--- config.mk ---
export PLATFORM = sky130hd
export DESIGN_NAME = multi_timer_service
export DESIGN_NICKNAME = d
export VERILOG_FILES = /design/src/rtl/core/mts_pkg.sv /design/src/rtl/core/mts_ram.sv /design/src/rtl/core/mts_div.sv /design/src/rtl/core/multi_timer_service.sv
export SDC_FILE = /design/constraint.sdc
export NUM_CORES = 2
export LEC_CHECK = 0
export BUFFER_PORTS_ARGS = -buffer_cell sky130_fd_sc_hd__buf_4
export CAP_MARGIN = 5
export CORE_MARGIN = 3
export CORE_UTILIZATION = 55
export CTS_CLUSTER_DIAMETER = 80
export DETAILED_ROUTE_END_ITERATION = 7
export PLACE_DENSITY = 0.69
export SYNTH_ARGS = -nofsm -noshare
export SYNTH_HDL_FRONTEND = slang
export SYNTH_SLANG_ARGS = --single-unit
--- constraint.sdc ---
create_clock -name aclk -period 8.4 [get_ports aclk]
set_clock_uncertainty 0.1 [all_clocks]
set_input_delay 1.26 -clock aclk [delete_from_list [all_inputs] [get_ports aclk]]
set_output_delay 1.26 -clock aclk [all_outputs]
set_load 0.005 [all_outputs]
--- src/rtl/core/mts_pkg.sv ---
package mts_pkg;

    localparam logic [1:0] MODE_ADVANCE = 2'd0;
    localparam logic [1:0] MODE_ONESHOT = 2'd1;
    localparam logic [1:0] MODE_REPEAT  = 2'd2;
    localparam logic [1:0] MODE_CANCEL  = 2'd3;

    localparam logic [1:0] KIND_ID      = 2'd0;
    localparam logic [1:0] KIND_TIMEOUT = 2'd1;
    localparam logic [1:0] KIND_FULL    = 2'd2;

    localparam int TIME_W   = 32;
    localparam int PERIOD_W = 24;
    localparam int ID_W     = 16;
    localparam int DEST_W   = 8;
    localparam int COUNT_W  = 16;

    // quotient of a 31-bit difference by a 24-bit period
    localparam int QUOT_W   = 31;

    // one slot's stored contents
    typedef struct packed {
        logic [ID_W-1:0]     id;
        logic [DEST_W-1:0]   dest;
        logic [TIME_W-1:0]   deadline;
        logic [PERIOD_W-1:0] period;
        logic                repeating;
    } slot_t;

    // divider control and status
    typedef struct packed {
        logic                start;
        logic [QUOT_W-1:0]   dividend;
        logic [PERIOD_W-1:0] divisor;
    } div_req_t;

    typedef struct packed {
        logic                busy;
        logic                done;
        logic [QUOT_W-1:0]   quot;
        logic [PERIOD_W-1:0] rem;
    } div_rsp_t;

endpackage

--- src/rtl/core/mts_ram.sv ---
module mts_ram #(
    parameter int WIDTH = 8,
    parameter int DEPTH = 16
) (
    input  logic                                     aclk,
    input  logic                                     we,
    input  logic [((DEPTH > 1) ? $clog2(DEPTH) : 1)-1:0] waddr,
    input  logic [WIDTH-1:0]                         wdata,
    input  logic [((DEPTH > 1) ? $clog2(DEPTH) : 1)-1:0] raddr,
    output logic [WIDTH-1:0]                         rdata
);

    logic [WIDTH-1:0] mem [DEPTH];

    // single write port, registered read
    always_ff @(posedge aclk) begin
        if (we) begin
            mem[waddr] <= wdata;
        end
        rdata <= mem[raddr];
    end

endmodule

--- src/rtl/core/mts_div.sv ---
module mts_div
    import mts_pkg::*;
(
    input  logic     aclk,
    input  logic     aresetn,
    input  div_req_t req,
    output div_rsp_t rsp
);

    localparam int CNT_W = $clog2(QUOT_W + 1);

    logic [QUOT_W-1:0]   quot_reg, quot_next;
    logic [PERIOD_W-1:0] rem_reg, rem_next;
    logic [PERIOD_W-1:0] dvs_reg, dvs_next;
    logic [CNT_W-1:0]    cnt_reg, cnt_next;
    logic                busy_reg, busy_next;
    logic                done_reg, done_next;
    logic [PERIOD_W:0]   trial;

    // restoring division, one quotient bit a cycle
    always_comb begin
        quot_next = quot_reg;
        rem_next  = rem_reg;
        dvs_next  = dvs_reg;
        cnt_next  = cnt_reg;
        busy_next = busy_reg;
        done_next = 1'b0;
        trial     = {rem_reg, quot_reg[QUOT_W-1]};
        if (req.start) begin
            quot_next = req.dividend;
            rem_next  = '0;
            dvs_next  = req.divisor;
            cnt_next  = CNT_W'(QUOT_W);
            busy_next = 1'b1;
        end else if (busy_reg) begin
            if (trial >= {1'b0, dvs_reg}) begin
                rem_next  = PERIOD_W'(trial - {1'b0, dvs_reg});
                quot_next = {quot_reg[QUOT_W-2:0], 1'b1};
            end else begin
                rem_next  = trial[PERIOD_W-1:0];
                quot_next = {quot_reg[QUOT_W-2:0], 1'b0};
            end
            cnt_next = cnt_reg - 1'b1;
            if (cnt_reg == CNT_W'(1)) begin
                busy_next = 1'b0;
                done_next = 1'b1;
            end
        end
    end

    always_ff @(posedge aclk) begin
        if (!aresetn) begin
            busy_reg <= 1'b0;
            done_reg <= 1'b0;
            cnt_reg  <= '0;
        end else begin
            busy_reg <= busy_next;
            done_reg <= done_next;
            cnt_reg  <= cnt_next;
        end
        quot_reg <= quot_next;
        rem_reg  <= rem_next;
        dvs_reg  <= dvs_next;
    end

    assign rsp.busy = busy_reg;
    assign rsp.done = done_reg;
    assign rsp.quot = quot_reg;
    assign rsp.rem  = rem_reg;

endmodule

--- src/rtl/core/multi_timer_service.sv ---
// Channel | Ports                                          | Direction
// request | s_valid s_ready s_mode s_elapsed s_delay        | in
//         | s_dest_id s_cancel_id                          |
// result  | m_valid m_ready m_kind m_timer_id m_notify_dest| out
//         | m_timeout_count m_last                         |
//
// One request is taken at a time; a start passes through ST_START and ST_WAIT first.
// The slots are then visited one by one through the slot RAM in ST_READ, ST_EVAL
// and ST_EMIT, with the shared serial divider run for each expired repeating slot;
// the scan stalls while a result is held with m_ready low.
// Reset clears the valid bits, the clock and the id counter; no clearing pass.
module multi_timer_service
    import mts_pkg::*;
#(
    parameter int MAX_TIMERS = 16
) (
    input  logic                aclk,
    input  logic                aresetn,
    input  logic                s_valid,
    output logic                s_ready,
    input  logic [1:0]          s_mode,
    input  logic [15:0]         s_elapsed,
    input  logic [23:0]         s_delay,
    input  logic [7:0]          s_dest_id,
    input  logic [15:0]         s_cancel_id,
    output logic                m_valid,
    input  logic                m_ready,
    output logic [1:0]          m_kind,
    output logic [15:0]         m_timer_id,
    output logic [7:0]          m_notify_dest,
    output logic [15:0]         m_timeout_count,
    output logic                m_last
);

    localparam int IDX_W  = (MAX_TIMERS > 1) ? $clog2(MAX_TIMERS) : 1;
    localparam int SLOT_W = $bits(slot_t);

    localparam logic [2:0] ST_IDLE  = 3'd0;
    localparam logic [2:0] ST_READ  = 3'd1;
    localparam logic [2:0] ST_EVAL  = 3'd2;
    localparam logic [2:0] ST_DIV   = 3'd3;
    localparam logic [2:0] ST_EMIT  = 3'd4;
    localparam logic [2:0] ST_WAIT  = 3'd5;
    localparam logic [2:0] ST_START = 3'd6;

    logic [2:0]            state_reg, state_next;
    logic [MAX_TIMERS-1:0] valid_reg, valid_next;
    logic [TIME_W-1:0]     time_reg, time_next;
    logic [ID_W-1:0]       nid_reg, nid_next;
    logic [IDX_W-1:0]      idx_reg, idx_next;
    logic [1:0]            mode_reg, mode_next;
    logic [PERIOD_W-1:0]   dly_reg, dly_next;
    logic [DEST_W-1:0]     dst_reg, dst_next;
    logic [ID_W-1:0]       cid_reg, cid_next;
    logic [IDX_W-1:0]      free_reg, free_next;
    logic                  full_reg, full_next;
    logic [TIME_W-1:0]     diff_reg, diff_next;

    // pending result held until the next one is known (to mark last)
    logic                  pend_reg, pend_next;
    logic [1:0]            pk_reg, pk_next;
    logic [ID_W-1:0]       pid_reg, pid_next;
    logic [DEST_W-1:0]     pdst_reg, pdst_next;
    logic [COUNT_W-1:0]    pcnt_reg, pcnt_next;

    // output register
    logic                  ov_reg, ov_next;
    logic [1:0]            ok_reg, ok_next;
    logic [ID_W-1:0]       oid_reg, oid_next;
    logic [DEST_W-1:0]     odst_reg, odst_next;
    logic [COUNT_W-1:0]    ocnt_reg, ocnt_next;
    logic                  olast_reg, olast_next;

    logic                  we;
    logic [IDX_W-1:0]      waddr;
    slot_t                 wdata, rdata;
    logic [SLOT_W-1:0]     rdata_raw;
    div_req_t              dreq;
    div_rsp_t              drsp;

    logic [TIME_W-1:0]     new_deadline;
    logic [QUOT_W:0]       count_full;
    logic [TIME_W-1:0]     advance;
    logic                  push;
    logic [1:0]            push_k;
    logic [ID_W-1:0]       push_id;
    logic [DEST_W-1:0]     push_dst;
    logic [COUNT_W-1:0]    push_cnt;
    logic                  flush;
    logic                  out_free;
    logic [PERIOD_W-1:0]   dly_fix;

    mts_ram #(.WIDTH(SLOT_W), .DEPTH(MAX_TIMERS)) u_slots (
        .aclk  (aclk),
        .we    (we),
        .waddr (waddr),
        .wdata (wdata),
        .raddr (idx_reg),
        .rdata (rdata_raw)
    );
    assign rdata = slot_t'(rdata_raw);

    mts_div u_div (
        .aclk    (aclk),
        .aresetn (aresetn),
        .req     (dreq),
        .rsp     (drsp)
    );

    assign out_free = !ov_reg || m_ready;
    assign dly_fix  = (s_delay == '0) ? PERIOD_W'(1) : s_delay;
    assign count_full = {1'b0, drsp.quot} + 1'b1;
    // deadline moves by (q+1)*period = diff - rem + period
    assign advance = diff_reg - TIME_W'(drsp.rem) + TIME_W'(rdata.period);
    assign new_deadline = rdata.deadline + advance;

    // sequencer
    always_comb begin
        state_next = state_reg;
        valid_next = valid_reg;
        time_next  = time_reg;
        nid_next   = nid_reg;
        idx_next   = idx_reg;
        mode_next  = mode_reg;
        dly_next   = dly_reg;
        dst_next   = dst_reg;
        cid_next   = cid_reg;
        free_next  = free_reg;
        full_next  = full_reg;
        diff_next  = diff_reg;
        we         = 1'b0;
        waddr      = idx_reg;
        wdata      = rdata;
        dreq       = '0;
        push       = 1'b0;
        push_k     = KIND_TIMEOUT;
        push_id    = rdata.id;
        push_dst   = rdata.dest;
        push_cnt   = COUNT_W'(1);
        flush      = 1'b0;
        case (state_reg)
            ST_IDLE: begin
                idx_next = '0;
                if (s_valid) begin
                    mode_next = s_mode;
                    dly_next  = dly_fix;
                    dst_next  = s_dest_id;
                    cid_next  = s_cancel_id;
                    full_next = 1'b1;
                    free_next = '0;
                    for (int i = MAX_TIMERS - 1; i >= 0; i--) begin
                        if (!valid_reg[i]) begin
                            full_next = 1'b0;
                            free_next = IDX_W'(i);
                        end
                    end
                    if (s_mode == MODE_ADVANCE) begin
                        time_next  = time_reg + TIME_W'(s_elapsed);
                        state_next = ST_READ;
                    end else if (s_mode == MODE_CANCEL) begin
                        state_next = ST_READ;
                    end else begin
                        state_next = ST_START;
                    end
                end
            end
            ST_START: begin
                push     = 1'b1;
                push_dst = '0;
                push_cnt = '0;
                if (full_reg) begin
                    push_k  = KIND_FULL;
                    push_id = '0;
                end else begin
                    push_k  = KIND_ID;
                    push_id = nid_reg;
                    we      = 1'b1;
                    waddr   = free_reg;
                    wdata.id        = nid_reg;
                    wdata.dest      = dst_reg;
                    wdata.deadline  = time_reg + TIME_W'(dly_reg);
                    wdata.period    = dly_reg;
                    wdata.repeating = (mode_reg == MODE_REPEAT);
                    valid_next[free_reg] = 1'b1;
                    nid_next = nid_reg + 1'b1;
                end
                state_next = ST_WAIT;
            end
            ST_WAIT: begin
                // waits until the output register is free for the pending start result; RAM write settles
                if (!pend_reg || out_free) begin
                    state_next = ST_READ;
                end
            end
            ST_READ: begin
                state_next = ST_EVAL;
            end
            ST_EVAL: begin
                diff_next = time_reg - rdata.deadline;
                if (!valid_reg[idx_reg]) begin
                    state_next = ST_EMIT;
                end else if (mode_reg == MODE_CANCEL) begin
                    if (rdata.id == cid_reg) begin
                        valid_next[idx_reg] = 1'b0;
                    end
                    state_next = ST_EMIT;
                end else if (diff_next[TIME_W-1]) begin
                    state_next = ST_EMIT;
                end else if (!rdata.repeating) begin
                    if (!pend_reg || out_free) begin
                        push = 1'b1;
                        valid_next[idx_reg] = 1'b0;
                        state_next = ST_EMIT;
                    end
                end else begin
                    dreq.start    = 1'b1;
                    dreq.dividend = diff_next[QUOT_W-1:0];
                    dreq.divisor  = rdata.period;
                    state_next    = ST_DIV;
                end
            end
            ST_DIV: begin
                if (drsp.done || (!drsp.busy && !dreq.start)) begin
                    if (!pend_reg || out_free) begin
                        push     = 1'b1;
                        push_cnt = (count_full > (QUOT_W+1)'(16'hFFFF)) ?
                                   COUNT_W'(16'hFFFF) : count_full[COUNT_W-1:0];
                        we       = 1'b1;
                        wdata.deadline = new_deadline;
                        state_next = ST_EMIT;
                    end
                end
            end
            ST_EMIT: begin
                // step to the next slot, or finish
                if (idx_reg == IDX_W'(MAX_TIMERS - 1)) begin
                    if (!pend_reg) begin
                        state_next = ST_IDLE;
                    end else if (out_free) begin
                        flush      = 1'b1;
                        state_next = ST_IDLE;
                    end
                end else begin
                    idx_next   = idx_reg + 1'b1;
                    state_next = ST_READ;
                end
            end
            default: begin
                state_next = ST_IDLE;
            end
        endcase
    end

    // pending slot and output register
    always_comb begin
        pend_next  = pend_reg;
        pk_next    = pk_reg;
        pid_next   = pid_reg;
        pdst_next  = pdst_reg;
        pcnt_next  = pcnt_reg;
        ov_next    = ov_reg && !m_ready;
        ok_next    = ok_reg;
        oid_next   = oid_reg;
        odst_next  = odst_reg;
        ocnt_next  = ocnt_reg;
        olast_next = olast_reg;
        if ((push || flush) && pend_reg) begin
            ov_next    = 1'b1;
            ok_next    = pk_reg;
            oid_next   = pid_reg;
            odst_next  = pdst_reg;
            ocnt_next  = pcnt_reg;
            olast_next = flush;
            pend_next  = 1'b0;
        end
        if (push) begin
            pend_next = 1'b1;
            pk_next   = push_k;
            pid_next  = push_id;
            pdst_next = push_dst;
            pcnt_next = push_cnt;
        end
    end

    always_ff @(posedge aclk) begin
        if (!aresetn) begin
            state_reg <= ST_IDLE;
            valid_reg <= '0;
            time_reg  <= '0;
            nid_reg   <= '0;
            idx_reg   <= '0;
            pend_reg  <= 1'b0;
            ov_reg    <= 1'b0;
        end else begin
            state_reg <= state_next;
            valid_reg <= valid_next;
            time_reg  <= time_next;
            nid_reg   <= nid_next;
            idx_reg   <= idx_next;
            pend_reg  <= pend_next;
            ov_reg    <= ov_next;
        end
        mode_reg  <= mode_next;
        dly_reg   <= dly_next;
        dst_reg   <= dst_next;
        cid_reg   <= cid_next;
        free_reg  <= free_next;
        full_reg  <= full_next;
        diff_reg  <= diff_next;
        pk_reg    <= pk_next;
        pid_reg   <= pid_next;
        pdst_reg  <= pdst_next;
        pcnt_reg  <= pcnt_next;
        ok_reg    <= ok_next;
        oid_reg   <= oid_next;
        odst_reg  <= odst_next;
        ocnt_reg  <= ocnt_next;
        olast_reg <= olast_next;
    end

    assign s_ready         = (state_reg == ST_IDLE);
    assign m_valid         = ov_reg;
    assign m_kind          = ok_reg;
    assign m_timer_id      = oid_reg;
    assign m_notify_dest   = odst_reg;
    assign m_timeout_count = ocnt_reg;
    assign m_last          = olast_reg;

    // no result may be left pending once a new request is taken
    a_idle_clean: assert property (@(posedge aclk) disable iff (!aresetn)
        (s_valid && s_ready) |-> !pend_reg)
        else $error("pending result at request accept");

    // the divider is only started from slot evaluation
    a_div_start: assert property (@(posedge aclk) disable iff (!aresetn)
        dreq.start |-> (state_reg == ST_EVAL))
        else $error("divider started outside evaluation");

    // output holds while stalled
    a_out_hold: assert property (@(posedge aclk) disable iff (!aresetn)
        (m_valid && !m_ready) |=> (m_valid && $stable(m_timer_id)))
        else $error("result dropped while stalled");

endmodule
* Yosys cells after proc, flatten, opt, wreduce, memory -nomap -nowiden
Memory sizes are Yosys's and may differ from the RTL's. A register that Yosys moved wholly into a read port is not among the register bits.
Cells that the tools add are included.
** Word-level totals
- Flip-flop bits (word level) :: 331
- RAM bits :: 1296
- Output and inout port bits :: 45
- Logic and storage cells :: 207
- Memories kept :: 1
** Memories
- u_slots.mem :: depth 16, bits a word 81, rd ports 1, clocked after Yosys merged registers in 1, wr ports 1, line mts_ram.sv:13 : logic [WIDTH-1:0] mem [DEPTH];
** Cells by class
- Add/subtract/negate cells :: 11
- Magnitude comparators :: 6
- Eq/ne operators :: 23
- Mux-type cells :: 94
- Bitwise operators :: 9
- Reduce and logical (&&, ||, !) cells :: 31
** Operators by type and width (count)
- $mux 56 :: 5
- $mux 16 :: 12
- $mux 81 :: 1
- $add 32x24->32 :: 2
- $mux 32 :: 2
- $pmux 16 s2 :: 2
- $pmux 32 s2 :: 1
- $mux 31 :: 2
- $mux 3 :: 17
- $mux 24 :: 2
- $mux 4 :: 11
- $add 31x1->32 const B :: 1
- $add 32x16->32 :: 1
- $add 32x32->32 :: 1
- $gt 32x16->1 const B :: 1
- $sub 32x24->32 :: 1
- $sub 32x32->32 :: 1
- $mux 1 :: 26
- $ge 25x24->1 :: 1
- $mux 25 :: 1
- $logic_not 24->1 :: 1
- $sub 24x24->24 :: 1
- $pmux 3 s7 :: 1
- $add 16x1->16 const B :: 1
- other kinds (39) :: 79

* Depth between registers and ports, before layout
- Depth after elaboration :: 15
- Gate-level depth with buffers :: 18
- Gate-level depth less buffers :: 18

* By module
A second synthesis with hierarchy kept.
** Unflattened totals
- Cells, all modules :: 4609
- Area total of the unflattened synthesis :: 73374.1 µm²
** Modules (own cells, without submodules)
- mts_ram :: times used 1, cells an instance 2078, area an instance 50056.8 µm², sequential area each 40538.9 µm²
- multi_timer_service :: times used 1, cells an instance 2083, area an instance 18535.3 µm², sequential area each 6626.4 µm²
- mts_div :: times used 1, cells an instance 448, area an instance 4782.1 µm², sequential area each 2272.2 µm²

* Worst setup path before layout
OpenSTA, ideal clock, no wires.
- Path type :: input-to-reg
- From :: input m_ready
- To :: memory u_slots.mem[7][0] in the netlist's numbering (enable)
- Setup time :: 0.521 ns
- Arrival time :: 5.622 ns
- Data required time :: 7.779 ns
- Slack :: 2.157 ns
- Stages on the path :: 7
- Path buffers :: 1
- Cells stage by stage :: nor2b_1 a21oi_1 a22o_1 nand2_1 clkbuf_1 a21o_1 nor2_1
** On the way
- Longest elaborated chain between the ends :: 7
** RTL lines
- from (decl) :: line multi_timer_service.sv:27 : input logic m_ready,
- $logic_or 1x1->1 :: line multi_timer_service.sv:110 : assign out_free = !ov_reg || m_ready;
- $logic_or 1x1->1 :: line multi_timer_service.sv:224 : if (!pend_reg || out_free) begin
- $mux 1 :: line multi_timer_service.sv:224
- $mux 1 :: line multi_timer_service.sv:223 : if (drsp.done || (!drsp.busy && !dreq.start)) begin
- $pmux 1 s2 :: line multi_timer_service.sv:141 : case (state_reg)
- $mux 1 :: line mts_ram.sv:17 : if (we) begin
- $mux 1 (not written as such) :: line mts_ram.sv:18 : mem[waddr] <= wdata;
- to (decl) :: line mts_ram.sv:13
No other way between the ends.

* Final worst setup path
- From :: register state_reg[2]
- To :: memory u_slots.mem[5][31] in the netlist's numbering (enable)
** On the way
- Longest elaborated chain between the ends :: 4
- Elaborated cells between the ends (all ways) :: 6
- Classes of those cells :: eq/ne (2); mux (4)
** RTL lines
- from (decl) :: line multi_timer_service.sv:46 : logic [2:0] state_reg, state_next;
- from (signal assigned) :: line multi_timer_service.sv:295 : state_reg <= state_next;
- $eq 3x2->1 or $eq 3x3->1 (tied branches) :: line multi_timer_service.sv:141
- $pmux 1 s2 :: line multi_timer_service.sv:141
- $mux 1 :: line mts_ram.sv:17
- $mux 1 (not written as such) :: line mts_ram.sv:18
Several ways; a longest one is shown, not always the timed one.

==> impl_metrics.yaml <==
cells_and_area:
  fill_cells: 9149
  fin_cells: 6424
  regMostFlops: "u_slots.mem"
  syn_to_final_growth_pct: 12.1
  layout-drive-gt1-share_pct: 19.6
  nNetsFinal: 4804
  top_regs: "u_slots.mem x1296, u_slots.rdata x81"
  final_area_um2: 81400
  largest_reg_flops: 1296
drt:
  wire_per_inst_um: 27.5
  routed-via-count: 39837
  drc: 0
  via_per_inst: 6.20
  antenna_left: 0
  drt_first_pass_iters: 6
  finalWirelength_um: 177000
  drt_iter0_drc: 4607
placement:
  dp_cells: 6100
  place_area_um2: 75800
  place_congestion: 0.936
  hpwlAfterDp_um: 110000
  io_buffers: 114
  post-place-ws_ns: 2.44
global_routing:
  grt_use_total_pct: 26.4
  grt_overflow_total: 0
  grt_first_pass_wirelength_um: 264000
  grt_pass1_vias: 40068
  grt_start_max_net_pins: 93
  antenna_found_initial: 9
critical_path:
  cp.arrival_ns: 6.28
  criticalPathCategory: "reg2reg"
  path_max_fanout: 36
  cp-start-kind: "flop"
  end_kind: "flop"
  cp.required_ns: 8.72
floorplan:
  start_util_pct: 55.8
  std_cell_rows: 132
  die_area_um2: 136000
  coreArea_um2: 130000
  die_h_um: 369
  die_w_um: 369
  io_pins: 115
power_and_ir_drop:
  p_per_area_nw_per_um2: 238
  power_frac_comb_pct: 11.3
  seq_power_share_pct: 49.9
  total_power_mw: 19.4
  internal-power_mw: 14.7
  swShare_pct: 24.3
  peakVddDrop_uv: 241
  power.leakage_nw: 27.9
  power.switching_mw: 4.71
  clkPwrFrac_pct: 38.8
clock_tree:
  cts_tree: "built"
  cts.repair.resized: 0
  cts_setup_buffers: 0
  cts.clk_slew.worst_paths_ns: 0.06
  h-tree-depth: 4
  clk_path_buf_depth: 3
  ctsHoldBuffers: 0
  clkLatencyLatePin_ns: 0.82
  cts_root_buf: "clkbuf_16"
  cts_sinks: 1708
  cts_made_buffers: 171
sta:
  slew-limit-headroom_pct: 12.2
  hold_viol_final: 0
  worst_pin_slew_ns: 1.32
  period_share_pct: 71.0
  setup_slack_ns: 2.44
  rsz0062_at_grt: "no"
  fin_tns_setup_ns: 0
  period_needed_ns: 5.96
  setup_viol_count_final: 0
  fmax_ghz: 0.168
  finalMaxSlewViolations: 0
logic_synthesis:
  syn_area_um2: 72700
  ys.flop_type: "edfxtp_1"
  synth-seq-cells: 1708
  yosysSeqAreaShare_pct: 68.0
  synth_largest_area_cell: "edfxtp_1"
  syn_avg_cell_area_um2: 16.6
  async_flop_share_pct: 0
  synthTopCellsByArea: "edfxtp_1 63%, mux4_2 13%, dfxtp_1 5.1%, ha_1 2.6%, nand2_1 1.9%"
  synth_warnings: 0
  syn-instance-count: 4364
  synth_cell_types: 92
  synth_top_cell_area_share_pct: 63.0
  syn-num-nets: 4636
  synth_edf_count: 1523
flow_run:
  drv_cap: 0
status:
  status: "finished clean"
min_path:
  hold_path_class: "reg2reg"
## Yosys cell counts (all sizes together), types with 14 or more instances
master  instances
o21ai         142
xnor2         105
ha            150
a31oi          15
fa             52
inv           244
a22oi          19
o211ai         14
a21boi         19
nor2          117
a21o           56
mux4          410
nand2         374
buf            45
and2           81
nand2b         25
edfxtp       1523
a211oi         20
clkbuf        150
nand4          25
and3           38
a21oi         158
dfxtp         185
nand3          81
nor3           31
nor2b          26
xor2           68
o21a           17
a32o           16
## per-stage QoR
| step | utilization, % | hold WS, ns |
|---|---|---|
| final | 62.5 | 0.313 |
| after global routing | 62.5 | 0.323 |
| after CTS | 62.5 | 0.316 |
| after detailed placement | 58.2 | 0.305 |
| after global placement | 58.2 | 0.303 |
| after floorplan | - | 0.300 |
## per-layer routing
metal	wire length [µm]	GRT usage [%]	up-vias
met1	71900	38.2	20587
met3	15500	4.58	256
met2	84800	41.6	1751
met5	0	0	-
li1	-	-	17243
met4	4700	7.93	0
## power by group through the flow
| stage | Clock (mW) | Combinational, mW | Sequential [mW] |
|---|---|---|---|
| 2_1_floorplan | 0 | 1.52 | 9.80 |
| 3_3_place_gp | 0 | 2.14 | 9.87 |
| 3_5_place_dp | 0 | 2.16 | 9.87 |
| 4_1_cts | 7.67 | 2.18 | 9.69 |
| 5_1_grt | 8.01 | 2.39 | 9.70 |
| 6_report | 7.54 | 2.19 | 9.69 |
## cells by family (layout without fill, tap and decap cells)
kind of cell    count (synthesis)  count (layout)  share of synthesized area (%)
flops                        1708            1708                           68.0
other cells                     0               5                              0
compound gates                564             564                           5.00
buf+inv                       439             752                           2.30
fa+ha+maj                     202             202                           4.02
simple gates                  850             850                           5.56
mux                           428             428                           13.0
xor+xnor                      173             173                           2.09
## worst paths after layout
path / depth (start not counted) / slack, ns / startpoint / endpoint
worst min-delay path: 0 / 0.31 / pdst_reg[4] / m_notify_dest[4]
worst min register to register: 0 / 0.31 / pdst_reg[4] / m_notify_dest[4]
worst max-delay path: 8 / 2.44 / state_reg[2] / u_slots.mem[5][31]
worst max register to register: 8 / 2.44 / state_reg[2] / u_slots.mem[5][31]
## cell usage in the layout, fill, tap and decap left out, types with 78 or more instances in the layout
master and instances:
ha_1 150, xnor2_1 105, a21oi_1 155, nand3_1 79, inv_1 241, nor2_1 100, dfxtp_1 180, edfxtp_1 1523
mux4_2 410, o21ai_0 133, clkbuf_16 173, and2_1 78, nand2_1 371, buf_4 179
## final cells by class
| class | count | area, µm² | share of cell area, % |
|---|---|---|---|
| well taps | 1742 | 2180 | 2.68 |
| diodes | 5 | 12.5 | 0.0154 |
| flip-flops and latches | 1708 | 49500 | 60.7 |
| repair buffers | 190 | 1560 | 1.92 |
| inverters | 244 | 916 | 1.12 |
| clock buffers | 245 | 4820 | 5.92 |
| multi-input cells | 2217 | 21700 | 26.7 |
| clock inverters | 73 | 787 | 0.966 |
## worst max-delay path, stage by stage, from the launching register on
cell	delay, ns
dfxtp_1	0.68
nor2b_1	0.27
and2_1	0.67
inv_1	0.77
nor2_4	0.85
a21oi_1	0.12
or2_2	0.42
nor2_4	0.88
buf_4	0.74
(Power assumes the default switching activity.)
